**src/design/axbbp_pkg.sv**
```systemverilog
// ----------------------------------------------------------------------------
// axbbp_pkg
// Shared types and constants for the bang-bang axis positioner.
// ----------------------------------------------------------------------------
`default_nettype none

package axbbp_pkg;

  localparam int unsigned CountsPerCm      = 3855;
  localparam int unsigned CmPerWrap        = 17;
  localparam int unsigned WrapHighThresh   = 61680;
  localparam int unsigned PosMax           = 8191;

  // count / CountsPerCm as (count * RecipMul) >> RecipShift, exact on 16 bits
  localparam int unsigned       RecipShift = 32;
  localparam longint unsigned   RecipMul   =
      ((64'd1 << RecipShift) + 64'(CountsPerCm) - 64'd1) / 64'(CountsPerCm);
  localparam int unsigned       RecipW     = 21;

  localparam int unsigned DutyW   = 10;
  localparam int unsigned DbandW  = 8;
  localparam int unsigned TargetW = 10;
  localparam int unsigned CountW  = 16;
  localparam int unsigned PosW    = 13;
  localparam int unsigned RevW    = 8;
  localparam int unsigned CfgIdxW = 3;

  localparam logic [DutyW-1:0]  UpDutyRst   = 10'd450;
  localparam logic [DutyW-1:0]  DownDutyRst = 10'd100;
  localparam logic [DutyW-1:0]  HoldDutyRst = 10'd200;
  localparam logic [DutyW-1:0]  HomeDutyRst = 10'd115;
  localparam logic [DbandW-1:0] DbandRst    = 8'd24;

  typedef enum logic [1:0] {
    OpBeginHome = 2'd0,
    OpHomeHit   = 2'd1,
    OpStartMove = 2'd2,
    OpSample    = 2'd3
  } op_e;

  typedef enum logic [CfgIdxW-1:0] {
    CfgUpDuty   = 3'd0,
    CfgDownDuty = 3'd1,
    CfgHoldDuty = 3'd2,
    CfgHomeDuty = 3'd3,
    CfgDband    = 3'd4
  } cfg_idx_e;

  typedef struct packed {
    op_e                op;
    logic [TargetW-1:0] target_q4;
    logic [CountW-1:0]  encoder_count;
  } item_t;

endpackage

`default_nettype wire

```
**src/design/axis_bang_bang_positioner.sv**
```systemverilog
// ----------------------------------------------------------------------------
// axis_bang_bang_positioner
// Bang-bang position control of one axis with encoder wrap tracking.
// ----------------------------------------------------------------------------
// Takes one item per clock while the result is not stalled: an item is
// captured in an input register, the position (count / 3855 by reciprocal
// multiply, plus revolutions * 17), the wrap tracking and the drive decision
// are computed combinationally from that register and land in the result
// register, together with the state update. A stalled result holds the input
// register, and a new item is still taken when the result leaves.
`default_nettype none

module axis_bang_bang_positioner (
  input  logic                         clk_i,
  input  logic                         rst_ni,
  input  logic                         cfg_we_i,
  input  logic [axbbp_pkg::CfgIdxW-1:0] cfg_idx_i,
  input  logic [axbbp_pkg::DutyW-1:0]  cfg_data_i,
  input  logic                         in_valid_i,
  output logic                         in_ready_o,
  input  axbbp_pkg::op_e               op_i,
  input  logic [axbbp_pkg::TargetW-1:0] target_q4_i,
  input  logic [axbbp_pkg::CountW-1:0] encoder_count_i,
  output logic                         out_valid_o,
  input  logic                         out_ready_i,
  output logic [axbbp_pkg::DutyW-1:0]  duty_o,
  output logic                         toward_home_o,
  output logic                         enable_o,
  output logic [axbbp_pkg::PosW-1:0]   position_cm_o,
  output logic                         arrived_o
);
  import axbbp_pkg::*;

  localparam int unsigned ProdW  = CountW + RecipW;
  localparam int unsigned QuotW  = ProdW - RecipShift;
  localparam int unsigned DeltaW = PosW + 6;

  logic [DutyW-1:0]  up_duty_q, down_duty_q, hold_duty_q, home_duty_q;
  logic [DbandW-1:0] dband_q;

  logic [RevW-1:0]   rev_q, rev_d;
  logic              armed_q, armed_d;
  logic              last_pos_q, last_pos_d;
  logic [PosW-1:0]   pos_q, pos_d;

  item_t             item_q;
  logic              s1_valid_q;
  logic              s1_adv;
  logic              out_valid_q;

  logic [DutyW-1:0]  duty_d;
  logic              toward_d, enable_d, arrived_d;

  logic [ProdW-1:0]  prod;
  logic [QuotW-1:0]  quot;
  logic [31:0]       pos_wide;
  logic [PosW-1:0]   pos_calc;
  logic              hi, lo;
  logic signed [DeltaW-1:0] delta;
  logic [DeltaW-1:0] mag;
  logic              drive;

  assign s1_adv      = s1_valid_q && (!out_valid_q || out_ready_i);
  assign in_ready_o  = !s1_valid_q || s1_adv;
  assign out_valid_o = out_valid_q;

  always_ff @(posedge clk_i or negedge rst_ni) begin
    if (!rst_ni) begin
      up_duty_q   <= UpDutyRst;
      down_duty_q <= DownDutyRst;
      hold_duty_q <= HoldDutyRst;
      home_duty_q <= HomeDutyRst;
      dband_q     <= DbandRst;
    end else if (cfg_we_i) begin
      unique case (cfg_idx_e'(cfg_idx_i))
        CfgUpDuty:   up_duty_q   <= cfg_data_i;
        CfgDownDuty: down_duty_q <= cfg_data_i;
        CfgHoldDuty: hold_duty_q <= cfg_data_i;
        CfgHomeDuty: home_duty_q <= cfg_data_i;
        CfgDband:    dband_q     <= cfg_data_i[DbandW-1:0];
        default: ;
      endcase
    end
  end

  always_ff @(posedge clk_i or negedge rst_ni) begin
    if (!rst_ni) begin
      s1_valid_q <= 1'b0;
    end else if (in_ready_o) begin
      s1_valid_q <= in_valid_i;
    end
  end

  always_ff @(posedge clk_i) begin
    if (in_valid_i && in_ready_o) begin
      item_q <= '{op: op_i, target_q4: target_q4_i, encoder_count: encoder_count_i};
    end
  end

  assign prod     = ProdW'(item_q.encoder_count) * ProdW'(RecipW'(RecipMul));
  assign quot     = prod[ProdW-1:RecipShift];
  assign hi       = 32'(item_q.encoder_count) > 32'(WrapHighThresh);
  assign lo       = 32'(item_q.encoder_count) < 32'(CountsPerCm);

  always_comb begin
    rev_d      = rev_q;
    armed_d    = armed_q;
    if (item_q.op == OpSample) begin
      priority if (hi && last_pos_q && armed_q) begin
        armed_d = 1'b0;
      end else if (lo && last_pos_q && !armed_q) begin
        armed_d = 1'b1;
        rev_d   = rev_q + RevW'(1);
      end else if (lo && !last_pos_q) begin
        armed_d = 1'b0;
      end else if (hi && !last_pos_q && !armed_q) begin
        armed_d = 1'b1;
        rev_d   = rev_q - RevW'(1);
      end else begin
        armed_d = armed_q;
      end
    end
    if (item_q.op == OpHomeHit) begin
      rev_d = '0;
    end
  end

  assign pos_wide = 32'(quot) + 32'(rev_d) * 32'(CmPerWrap);
  assign pos_calc = (pos_wide > 32'(PosMax)) ? PosW'(PosMax) : pos_wide[PosW-1:0];
  assign delta    = $signed({{(DeltaW-TargetW){1'b0}}, item_q.target_q4})
                  - $signed({2'b00, pos_calc, 4'b0000});
  assign mag      = delta[DeltaW-1] ? DeltaW'(-delta) : DeltaW'(delta);
  assign drive    = mag > DeltaW'(dband_q);

  always_comb begin
    last_pos_d = last_pos_q;
    pos_d      = pos_q;
    duty_d    = '0;
    toward_d  = 1'b1;
    enable_d  = 1'b1;
    arrived_d = 1'b0;
    unique case (item_q.op)
      OpBeginHome: begin
        duty_d = home_duty_q;
      end
      OpHomeHit: begin
        enable_d = 1'b0;
        pos_d    = '0;
      end
      default: begin
        pos_d      = pos_calc;
        last_pos_d = !delta[DeltaW-1] && (delta != '0);
        if (drive) begin
          duty_d   = last_pos_d ? up_duty_q : down_duty_q;
          toward_d = !last_pos_d;
        end else begin
          duty_d    = hold_duty_q;
          toward_d  = 1'b0;
          arrived_d = 1'b1;
        end
      end
    endcase
  end

  always_ff @(posedge clk_i or negedge rst_ni) begin
    if (!rst_ni) begin
      rev_q       <= '0;
      armed_q     <= 1'b1;
      last_pos_q  <= 1'b0;
      pos_q       <= '0;
      out_valid_q <= 1'b0;
    end else begin
      if (s1_adv) begin
        rev_q      <= rev_d;
        armed_q    <= armed_d;
        last_pos_q <= last_pos_d;
        pos_q      <= pos_d;
      end
      if (s1_adv) begin
        out_valid_q <= 1'b1;
      end else if (out_ready_i) begin
        out_valid_q <= 1'b0;
      end
    end
  end

  always_ff @(posedge clk_i) begin
    if (s1_adv) begin
      duty_o        <= duty_d;
      toward_home_o <= toward_d;
      enable_o      <= enable_d;
      position_cm_o <= pos_d;
      arrived_o     <= arrived_d;
    end
  end

  a_arrived_holds_up : assert property (@(posedge clk_i) disable iff (!rst_ni)
    out_valid_o && arrived_o |-> !toward_home_o && enable_o)
    else $error("arrived item not driving hold upward");

  a_disabled_at_home : assert property (@(posedge clk_i) disable iff (!rst_ni)
    out_valid_o && !enable_o |-> position_cm_o == '0 && duty_o == '0)
    else $error("disabled item with nonzero position or duty");

  a_state_only_on_advance : assert property (@(posedge clk_i) disable iff (!rst_ni)
    !s1_adv |=> $stable(rev_q) && $stable(pos_q) && $stable(armed_q))
    else $error("axis state changed without an item");

  a_stall_holds_stage : assert property (@(posedge clk_i) disable iff (!rst_ni)
    s1_valid_q && !s1_adv |=> s1_valid_q && $stable(item_q))
    else $error("input stage lost a stalled item");

endmodule

`default_nettype wire

```
**config.mk**
```make
export PLATFORM = sky130hd
export DESIGN_NAME = axis_bang_bang_positioner
export DESIGN_NICKNAME = d
export VERILOG_FILES = /design/src/design/axbbp_pkg.sv /design/src/design/axis_bang_bang_positioner.sv
export SDC_FILE = /design/constraint.sdc
export NUM_CORES = 1
export LEC_CHECK = 0
export ABC_AREA = 0
export BUFFER_PORTS_ARGS = -buffer_cell sky130_fd_sc_hd__buf_4
export CELL_PAD_IN_SITES_DETAIL_PLACEMENT = 1
export CELL_PAD_IN_SITES_GLOBAL_PLACEMENT = 1
export CORE_ASPECT_RATIO = 1.5
export CORE_MARGIN = 2
export CORE_UTILIZATION = 43
export CTS_CLUSTER_DIAMETER = 200
export CTS_CLUSTER_SIZE = 40
export DETAILED_ROUTE_END_ITERATION = 6
export GPL_TIMING_DRIVEN = 0
export PLACE_DENSITY = 0.83
export SYNTH_ARGS = -nofsm -noshare
export SYNTH_HDL_FRONTEND = slang
export SYNTH_SLANG_ARGS = --single-unit
```
**constraint.sdc**
```tcl
create_clock -name clk_i -period 12.5 [get_ports clk_i]
set_input_delay 1.25 -clock clk_i [delete_from_list [all_inputs] [get_ports clk_i]]
set_output_delay 1.25 -clock clk_i [all_outputs]
set_load 0.05 [all_outputs]
```
Word-level counts from Yosys, hierarchy flattened
Index checks and enable logic that the tools add are counted.
{ "word_totals": {"wordCells": 89, "output_inout_bits": 28, "inputBits": 46, "reg_bits": 127} }
{ "classes": {"n_addsub": 5, "n_eq_ne": 6, "bitwise": 1, "muxes": 21, "reduce_logical": 31, "multipliers": 2, "order_cmp": 4} }
{ "op_table": {"columns": ["operator", "count"], "rows": [
  ["2-to-1 mux 8 bit", 6],
  ["multiplier 16 x 20 -> 36 bit (second input constant)", 1],
  ["one-hot mux 13 bit (2 select lines)", 1],
  ["2-to-1 mux 10 bit", 2],
  ["one-hot mux 10 bit (2 select lines)", 1],
  ["> comparator 19 x 8 -> 1 bit", 1],
  ["2-to-1 mux 19 bit", 1],
  ["negator 18 -> 19 bit", 1],
  ["nonzero test 19 bit", 1],
  ["subtractor 10 x 17 -> 18 bit", 1],
  ["> comparator 16 bit (second input constant)", 1],
  ["< comparator 16 x 12 -> 1 bit (second input constant)", 1],
  ["adder 5 x 13 -> 14 bit", 1],
  ["> comparator 14 x 13 -> 1 bit (second input constant)", 1],
  ["multiplier 8 x 5 -> 13 bit (second input constant)", 1],
  ["2-to-1 mux 13 bit", 1],
  ["AND reduction 2 bit", 6],
  ["logical AND 1 bit", 10],
  ["2-to-1 mux 1 bit", 9],
  ["adder 8 x 1 -> 8 bit (second input constant)", 1],
  ["subtractor 8 x 1 -> 8 bit (second input constant)", 1],
  ["== test 3 x 2 -> 1 bit (second input constant)", 2],
  ["zero test 1 bit", 6],
  ["nonzero test 4 bit", 1],
  ["other kinds (11)", 12]
]} }

Longest topological paths before layout
Gate-level depths: netlist (run 1).
{ "logic_depth": {"ltp_word": 19, "mapped_depth": 48} }

Worst setup path before layout (run 1)
No wires, ideal clock.
{ "synth_path": {"path_type": "register -> register", "startpoint": "register item_q[3] in the netlist's numbering", "endpoint": "register duty_o[0] in the netlist's numbering (data pin)", "setup_slack_ps": 3065, "setup_ps": 265, "n_path_buf": 1, "t_arrival_ps": 9171, "stages_incl_launch_ff": 49, "period_less_slack_ps": 9435, "path_cell_list": "edfxtp_1 > ha_1 > ha_1 > ha_1 > inv_1 > fa_1 > inv_1 > ha_1 > ha_1 > nand3_1 > o21bai_1 > a21o_1 > a21o_1 > a21oi_1 > o21bai_1 > a221oi_1 > o21ai_0 > a21oi_1 > [... 13 more ...] > nor4_1 > a21boi_2 > nand4_2 > nand2_1 > o21ai_1 > ha_1 > nor2b_1 > o21a_1 > o21a_1 > o21a_1 > o21a_1 > o211ai_1 > a21o_2 > o211ai_2 > a2111o_1 > buf_6 > o211ai_1 > nand3_1"} }
{ "synth_via": {"elab_chain_len": 19, "elab_cells_between_ends": 30, "cone_classes": "add/sub (3); mul (2); order compare (4); mux (11); reduce/logical (10)"} }
{ "synth_rtl": {"columns": ["element", "line", "rtl"], "rows": [
  ["start: declaration", "axis_bang_bang_positioner.sv:46", "item_t item_q;"],
  ["start signal: assignment", "axis_bang_bang_positioner.sv:96", "item_q <= '{op: op_i, target_q4: target_q4_i, encoder_count: encoder_count_i};"],
  ["> comparator 16 bit", "axis_bang_bang_positioner.sv:102", "assign hi = 32'(item_q.encoder_count) > 32'(WrapHighThresh);"],
  ["logical AND 1 bit (2 in series)", "axis_bang_bang_positioner.sv:116", "end else if (hi && !last_pos_q && !armed_q) begin"],
  ["2-to-1 mux 8 bit", "axis_bang_bang_positioner.sv:116", null],
  ["2-to-1 mux 8 bit", "axis_bang_bang_positioner.sv:114", "end else if (lo && !last_pos_q) begin"],
  ["2-to-1 mux 8 bit", "axis_bang_bang_positioner.sv:111", "end else if (lo && last_pos_q && !armed_q) begin"],
  ["2-to-1 mux 8 bit", "axis_bang_bang_positioner.sv:109", "priority if (hi && last_pos_q && armed_q) begin"],
  ["2-to-1 mux 8 bit", "axis_bang_bang_positioner.sv:108", "if (item_q.op == OpSample) begin"],
  ["2-to-1 mux 8 bit", "axis_bang_bang_positioner.sv:123", "if (item_q.op == OpHomeHit) begin"],
  ["[... 3 more ...]", null, null],
  ["2-to-1 mux 13 bit (*)", "axis_bang_bang_positioner.sv:129", "assign pos_calc = (pos_wide > 32'(PosMax)) ? PosW'(PosMax) : pos_wide[PosW-1:0];"],
  ["subtractor 10 x 17 -> 18 bit (*)", "axis_bang_bang_positioner.sv:131", "- $signed({2'b00, pos_calc, 4'b0000});"],
  ["negator 18 -> 19 bit (tied with other cells)", "axis_bang_bang_positioner.sv:132", "assign mag = delta[DeltaW-1] ? DeltaW'(-delta) : DeltaW'(delta);"],
  ["2-to-1 mux 19 bit or logical AND 1 bit (tied branches)", "axis_bang_bang_positioner.sv:132, axis_bang_bang_positioner.sv:152", null],
  ["> comparator 19 x 8 -> 1 bit or 2-to-1 mux 10 bit (tied branches)", "axis_bang_bang_positioner.sv:133, axis_bang_bang_positioner.sv:154", null],
  ["2-to-1 mux 10 bit (*)", "axis_bang_bang_positioner.sv:153", "if (drive) begin"],
  ["one-hot mux 10 bit (2 select lines) (*)", "axis_bang_bang_positioner.sv:142", "unique case (item_q.op)"],
  ["via duty_d[0]", "axis_bang_bang_positioner.sv:51", "logic [DutyW-1:0] duty_d;"],
  ["end signal: assignment", "axis_bang_bang_positioner.sv:189", "duty_o <= duty_d;"],
  ["end: declaration", "axis_bang_bang_positioner.sv:26", "output logic [axbbp_pkg::DutyW-1:0] duty_o,"]
]} }
The timed path passes the listed nets; every way through them passes the cells marked *.
A chain may end at the register's enable or synchronous reset.

Worst setup path after layout (run 1)
{ "layout_path": {"startpoint": "register item_q[3] in the netlist's numbering", "endpoint": "register duty_o[5] in the netlist's numbering (data pin)"} }
The elaborated chain is that of the path after synthesis.

==> summary.txt, run 1 <==
Yosys
  • Post-synth EDFFs: 54
  • Largest family of logic cells by synthesized area: adder cells
  • Mux cell area share after synthesis: 6.92%
  • Mean Syn Cell Area: 10.6 µm²
  • Simple-gate share of the synthesized area: 14.5%
  • Synth top area cells: ha_1 20%, edfxtp_1 17%, dfrtp_1 15%
  • Mapped cell area: 9360 µm²
  • Mapped Nets: 1083
  • Synth Area in XOR/XNOR: 2.57%
  • Post-synthesis compound-gate area fraction: 13.7%
  • Number of synthesized register bits: 127
  • Primary FF master, synth: dfrtp_1
  • Cell accounting for the most synthesized area: ha_1
  • Netlist cell types: 91
  • Post-synth ARST share: 57.5%
  • YS warnings: 0
  • Adder-cell share of the synthesized area: 21.6%
  • Most frequent cell after synthesis: ha_1
  • Synth top area share: 19.9%
  • Syn Inst Count: 880
  • Commonest cells post-synth: 149 x ha_1, 109 x nand2_1, 55 x dfrtp_1
  • Register area share after synthesis: 37.1%

Status
  • Status: complete, no violations

STA
  • Fmax achieved: 0.0872 GHz
  • Hold_ws: 482 ps
  • Least-Margin Pin Slew: 1190 ps
  • Final Setup Violations: 0
  • Relative slew slack: 19.3%
  • Pins Over Slew Limit: 0
  • Total Neg Setup Slack: 0 ps
  • Post-route clock period utilization: 91.7%
  • RSZ-0062 raised after global routing: no
  • Final Hold Viols: 0
  • Worst Clk Skew: 14.9 ps
  • Fin crit period: 11460 ps

Job
  • Max_cap viols: 0

Power and ir drop
  • Maximum vdd drop: 116 µV
  • P_sw: 880 µW
  • Power Dens Cells: 195 nW/µm²
  • Leak: 0.00497 µW
  • Sequential share of power: 27.3%
  • Sw Share: 41.8%
  • Int Power: 1230 µW
  • Comb power frac: 50.3%
  • Clock Power Share: 22.4%

Clocking
  • Worst-path clk slew: 60 ps
  • CTS Buf Count: 17
  • Clock Sinks: 127
  • Clock Tree Buf Depth: 2
  • CTS root buffer: clkbuf_16
  • Post-CTS Repair Setup Buffers: 0
  • CTS Hold Bufs: 0
  • CTS tree: done
  • Clk_lat worst skew: 440 ps
  • Cts repair resizes: 0
  • H-tree depth: 4

Worst setup path
  • Worst path slowest cell: a2111oi_4
  • R2R Setup Slk: 1040 ps
  • Worst Path Required: 12780 ps
  • Top cell by count, worst path: ha_1
  • Setup Crit Path Kind: reg2reg
  • CP endpoint kind: flip-flop
  • Worst Path Buf+Inv: 3
  • Setup crit start kind: flip-flop
  • Critical path fanouts, max: 10
  • Crit-path leading delay family: compound AO/OA/AOI/OAI gates
  • Reg2Reg Capture Point: duty_o[5]
  • Reg2reg path depth: 46
  • Arrival @ worst endpoint: 11740 ps
  • Max incr delay on CP: 760 ps
  • Reg-to-reg startpoint: item_q[3]

Layout
  • Area Overhead vs Synth: 15.4%
  • Nets: 1175
  • Layout cells sized above 1: 22.5%
  • Final instance area: 10800 µm²
  • Layout fillers: 2374
  • Final design utilization: 50.1%
  • Diode count: 0

Detailed routing
  • Antenna Nets Post-Route: 0
  • DRC errors left: 0
  • Routed vias: 7406
  • Mean routed wirelength per cell: 20.7 µm
  • DRT Pass-1 Iters: 4
  • Via density: 5.89
  • Iteration-0 DRC count of the detailed router: 380
  • WL final: 26.0 mm

Hold path
  • Worst hold endpoint: pos_q[6]
  • Cell count of the worst hold path: 2
  • Worst hold start: pos_q[6]
  • Worst min path class: reg2reg

Global routing
  • First-pass GRT wire length: 41.8 mm
  • Top Usage Layer GRT: met2
  • Met2 track demand over resource: 45.4%
  • Met1 GRT Util: 23.9%
  • GRT Total Usage: 23.1%
  • Initial antenna violation count: 0
  • Total gr overflow: 0
  • Vias in the first global route: 8203
  • GRT met3 Usage: 3.31%
  • Largest net degree at the start of global routing: 74

Floorplanning
  • Die H: 185 µm
  • Die area: 23000 µm²
  • Ports: 74
  • Row cnt: 66
  • Core area: 21600 µm²
  • Starting density of the core: 43.4%
  • Chip width: 124 µm

Placed design
  • PortBufs: 73
  • Final Wtd Congestion: 0.858
  • HPWL Detailed: 19.3 mm
  • Placed Area: 10300 µm²
[how the worst max path moves through the flow]
stage | from | end | slack [ps] | cells after the start
floorplan | item_q[3] | duty_o[0] | 3060 | 48
CTS | item_q[3] | duty_o[0] | 1020 | 47
global route | item_q[3] | duty_o[5] | 320 | 46
finish | item_q[3] | duty_o[5] | 1040 | 46
detailed placement | item_q[3] | duty_o[8] | 1250 | 46
global placement | item_q[3] | duty_o[8] | 1600 | 46
[layout by cell type, fill, tap and decap left out, types with 7 or more instances in the layout]
master and instances:
nand2b_1 7, nor3_1 12, a21oi_1 25, a21o_1 10, dfrtp_1 55, nor4_1 9
xor2_1 10, edfxtp_1 54, ha_1 149, clkbuf_16 17, o21ai_0 29, o21a_1 15
nand4_1 22, inv_1 47, dfstp_2 18, fa_1 8, buf_4 74, mux2_2 54
clkbuf_1 14, o211ai_1 18, nand2_1 109, nor2b_1 7, nand3_1 20, nor2_1 38
xnor2_1 11
[area by class of cell]
class,count,area (µm²),share of cell area [%]
Multi-Input combinational cell,679,5550,51.3
Sequential cell,127,3470,32.1
Timing Repair Buffer,73,548,5.07
Clock buffer,18,429,3.97
Tap cell,272,340,3.15
Inverter,48,180,1.67
Buffer,26,168,1.55
Clock inverter,14,120,1.11
[through the flow]
step	setup slack, ps	instances	total power, µW
2_1_floorplan	3060	880	1330
3_3_place_gp	1600	1225	1580
3_5_place_dp	1250	1225	1630
4_1_cts	1020	1257	2120
5_1_grt	320	1257	2240
6_report	1040	1257	2110
[tightest hold or removal path, delay by kind of cell (launching register included)]
family           cells  cell delay, ps
DFF                  1             340
and+or+nand+nor      2             110
[layer usage]
metal / share of wire [%] / vias to the layer above / routed length (µm)
met1: 38 / 3717 / 9770
met4: 3.9 / 0 / 1010
met2: 56 / 152 / 14600
met3: 2.6 / 65 / 671
met5: 0 / - / 0
li1: - / 3472 / -
[sequential cells by signal (all words and copies together), names as in the netlist, 8 cells and up]
signal,count
pos_q,13
home_duty_q,10
position_cm_o,13
duty_o,10
item_q,28
rev_q,8
up_duty_q,10
dband_q,8
down_duty_q,10
hold_duty_q,10
[power by group through the flow]
stage / Sequential, µW / Combinational [µW] / Clock, µW
2_1_floorplan: 621 / 714 / 0
3_3_place_gp: 576 / 1010 / 0
3_5_place_dp: 581 / 1050 / 0
4_1_cts: 576 / 1060 / 480
5_1_grt: 585 / 1160 / 495
6_report: 576 / 1060 / 472
[cell families (layout without fill, tap and decap cells)]
kind of cell	count (synthesis)	after routing
and+or+nand+nor	269	269
adders and majority gates	157	157
buffers and inverters	74	179
DFF	127	127
muxes	58	58
AOI/OAI and AO/OA	171	171
xor gates and xnor gates	24	24
(Power assumes the default switching activity.)
==> inputs of run 2 (changes only) <==
--- a/config.mk
+++ b/config.mk
@@ -12,6 +12,7 @@
 export CORE_ASPECT_RATIO = 1.5
 export CORE_MARGIN = 2
 export CORE_UTILIZATION = 43
+export CTS_BUF_LIST = sky130_fd_sc_hd__clkbuf_4
 export CTS_CLUSTER_DIAMETER = 200
 export CTS_CLUSTER_SIZE = 40
 export DETAILED_ROUTE_END_ITERATION = 6
==> run 2 against run 1 <==
Compared with the run above: sequential share of layout area is 0.89 points higher; fmax grew 1.6%; critical endpoint is now duty_o[8]; largest cell class unchanged; die area is the same; critical path depth stayed put; total power shrank 10%.
==> summary.txt, run 2 (synthesis results as in run 1) <==
Worst setup path
  • Crit-path leading delay family: compound AO/OA/AOI/OAI gates
  • Setup crit start kind: flip-flop
  • Worst path slowest cell: a2111oi_4
  • Max incr delay on CP: 760 ps (about the same)
  • Reg2Reg Capture Point: duty_o[8]
  • Worst Path Buf+Inv: 3 (unchanged)
  • Critical Path Source: item_q[6]
  • Setup Crit Path Kind: reg2reg
  • Critical path fanouts, max: 10 (unchanged)
  • Worst Path Required: 12940 ps (+160 ps)
  • Arrival @ worst endpoint: 11720 ps (-20 ps)
  • Reg2reg path depth: 46 (unchanged)
  • Top cell by count, worst path: ha_1
  • CP endpoint kind: flip-flop
  • Reg-to-reg startpoint: item_q[6]
  • R2R Setup Slk: 1220 ps (+190 ps)

Global routing
  • Largest net degree at the start of global routing: 74 (unchanged)
  • Total gr overflow: 0 (unchanged)
  • Initial antenna violation count: 1 (+1)
  • Vias in the first global route: 7930 (-3.3%)
  • First-pass GRT wire length: 40.1 mm (-4.1%)
  • GRT Total Usage: 22.0% (-1.1 points)

Layout
  • Layout cells sized above 1: 22.6% (+0.10 points)
  • Final instance area: 10500 µm² (-2.7%)
  • Area Overhead vs Synth: 12.3%
  • Layout fillers: 2392 (+0.76%)
  • Top reg by flops: item_q
  • Max reg flops: 28 (unchanged)
  • Regs by FF count: item_q x28, pos_q x13, position_cm_o x13
  • Nets: 1175 (unchanged)
  • Commonest non-fill, non-tap cells in the layout: 149 x ha_1, 109 x nand2_1, 74 x buf_4
  • Commonest non-fill, non-tap cell in the layout: ha_1

Floorplanning
  • Ports: 74 (unchanged)
  • Core area: 21600 µm² (unchanged)
  • Die area: 23000 µm² (unchanged)
  • Die H: 185 µm (unchanged)
  • Chip width: 124 µm (unchanged)
  • Starting density of the core: 43.4% (unchanged)
  • Row cnt: 66 (unchanged)

Job
  • Max_cap viols: 0 (unchanged)

Clocking
  • CTS Hold Bufs: 0 (unchanged)
  • Clock Tree Buf Depth: 2 (unchanged)
  • Clock Sinks: 127 (unchanged)
  • CTS tree: done
  • CTS root buffer: clkbuf_4
  • Post-CTS Repair Setup Buffers: 0 (unchanged)
  • H-tree depth: 4 (unchanged)
  • CTS Buf Count: 17 (unchanged)
  • Worst-path clk slew: 130 ps (+70 ps)
  • Clk_lat worst skew: 580 ps (+140 ps)
  • Cts repair resizes: 0 (unchanged)

STA
  • Post-route clock period utilization: 90.2% (-1.5 points)
  • Total Neg Setup Slack: 0 ps (unchanged)
  • Hold_ws: 497 ps (+15.5 ps)
  • Fmax achieved: 0.0887 GHz (+1.6%)
  • Final Setup Violations: 0 (unchanged)
  • Worst Clk Skew: 27.0 ps (+12.1 ps)
  • Fin crit period: 11280 ps (-185 ps)
  • Pins Over Slew Limit: 0 (unchanged)
  • Relative slew slack: 23.1% (+3.8 points)
  • Worst setup margin: 1220 ps (+185 ps)
  • RSZ-0062 raised after global routing: no
  • Final Hold Viols: 0 (unchanged)
  • Least-Margin Pin Slew: 1140 ps (-56.2 ps)

Power and ir drop
  • Power Dens Cells: 180 nW/µm² (-7.7%)
  • Leak: 0.00484 µW (-2.6%)
  • Maximum vdd drop: 89.1 µV (-23%)

Placed design
  • Final Wtd Congestion: 0.858 (unchanged)
  • HPWL Detailed: 19.3 mm (unchanged)
  • PortBufs: 73 (unchanged)
  • Place WS: 1250 ps (unchanged)
  • Placed Area: 10300 µm² (unchanged)

Hold path
  • Worst hold start: pos_q[1]
  • Worst hold endpoint: pos_q[1]
  • Cell count of the worst hold path: 2 (unchanged)
  • Worst min path class: reg2reg

Detailed routing
  • DRC errors left: 0 (unchanged)
  • Antenna Nets Post-Route: 0 (unchanged)
  • WL final: 24.8 mm (-4.5%)
  • Routed vias: 7278 (-1.7%)
  • Via density: 5.79 (-1.8%)
  • DRT Pass-1 Iters: 5 (+1)
  • Mean routed wirelength per cell: 19.7 µm (-4.6%)
  • Iteration-0 DRC count of the detailed router: 335 (-12%)

Status
  • Status: complete, no violations
-- run 2: area by class of cell --
| cell class | count | area [µm²] | area share [%] |
|---|---|---|---|
| Multi-Input combinational cell | 679 | 5550 | 52.8 |
| Sequential cell | 127 | 3470 | 33.0 |
| Timing Repair Buffer | 73 | 548 | 5.21 |
| Tap cell | 272 | 340 | 3.24 |
| Inverter | 48 | 180 | 1.71 |
| Buffer | 26 | 168 | 1.59 |
| Clock buffer | 18 | 135 | 1.29 |
| Clock inverter | 14 | 120 | 1.14 |
| Antenna cell | 1 | 2.50 | 0.0238 |
-- run 2: how the worst max path moves through the flow --
stage	end	slack [ps]	cells after the start
after floorplan	duty_o[0]	3060	48
after global placement	duty_o[8]	1600	46
after detailed placement	duty_o[8]	1250	46
after CTS	duty_o[8]	1170	46
after global routing	duty_o[1]	510	46
final	duty_o[8]	1220	46
-- run 2: per-stage QoR --
step	power [µW]	util, %	cells
3_3_place_gp	1580	47.6	1225
3_5_place_dp	1630	47.6	1225
2_1_floorplan	1330	-	880
5_1_grt	2030	48.8	1258
4_1_cts	1910	48.8	1257
6_report	1890	48.8	1258
-- run 2: worst register-to-register path: cells and delay by family, from the launching register on --
| kind | cells | cell delay (ps) |
|---|---|---|
| buffers and inverters | 3 | 180 |
| XOR/XNOR | 2 | 300 |
| AND/OR/NAND/NOR | 7 | 1570 |
| AO/OA/AOI/OAI | 22 | 4890 |
| adder cells (fa/ha/maj) | 12 | 3670 |
| flip-flops | 1 | 540 |
-- run 2: power by group --
group	internal [µW]	leakage, µW	switching (µW)	total (µW)
registers	527	0.00141	45.2	572
logic	426	0.00329	623	1050
clock network	100	0.000147	171	272
total	1050	0.00484	839	1890
-- run 2: metal layers --
layer  global-route usage (%)  share of wire, %  vias to the layer above
met5                        0                 0                        -
met4                     9.62               3.1                        0
met1                     23.0                39                     3638
li1                         -                 -                     3474
met2                     43.1                56                      117
met3                     3.48               2.3                       49
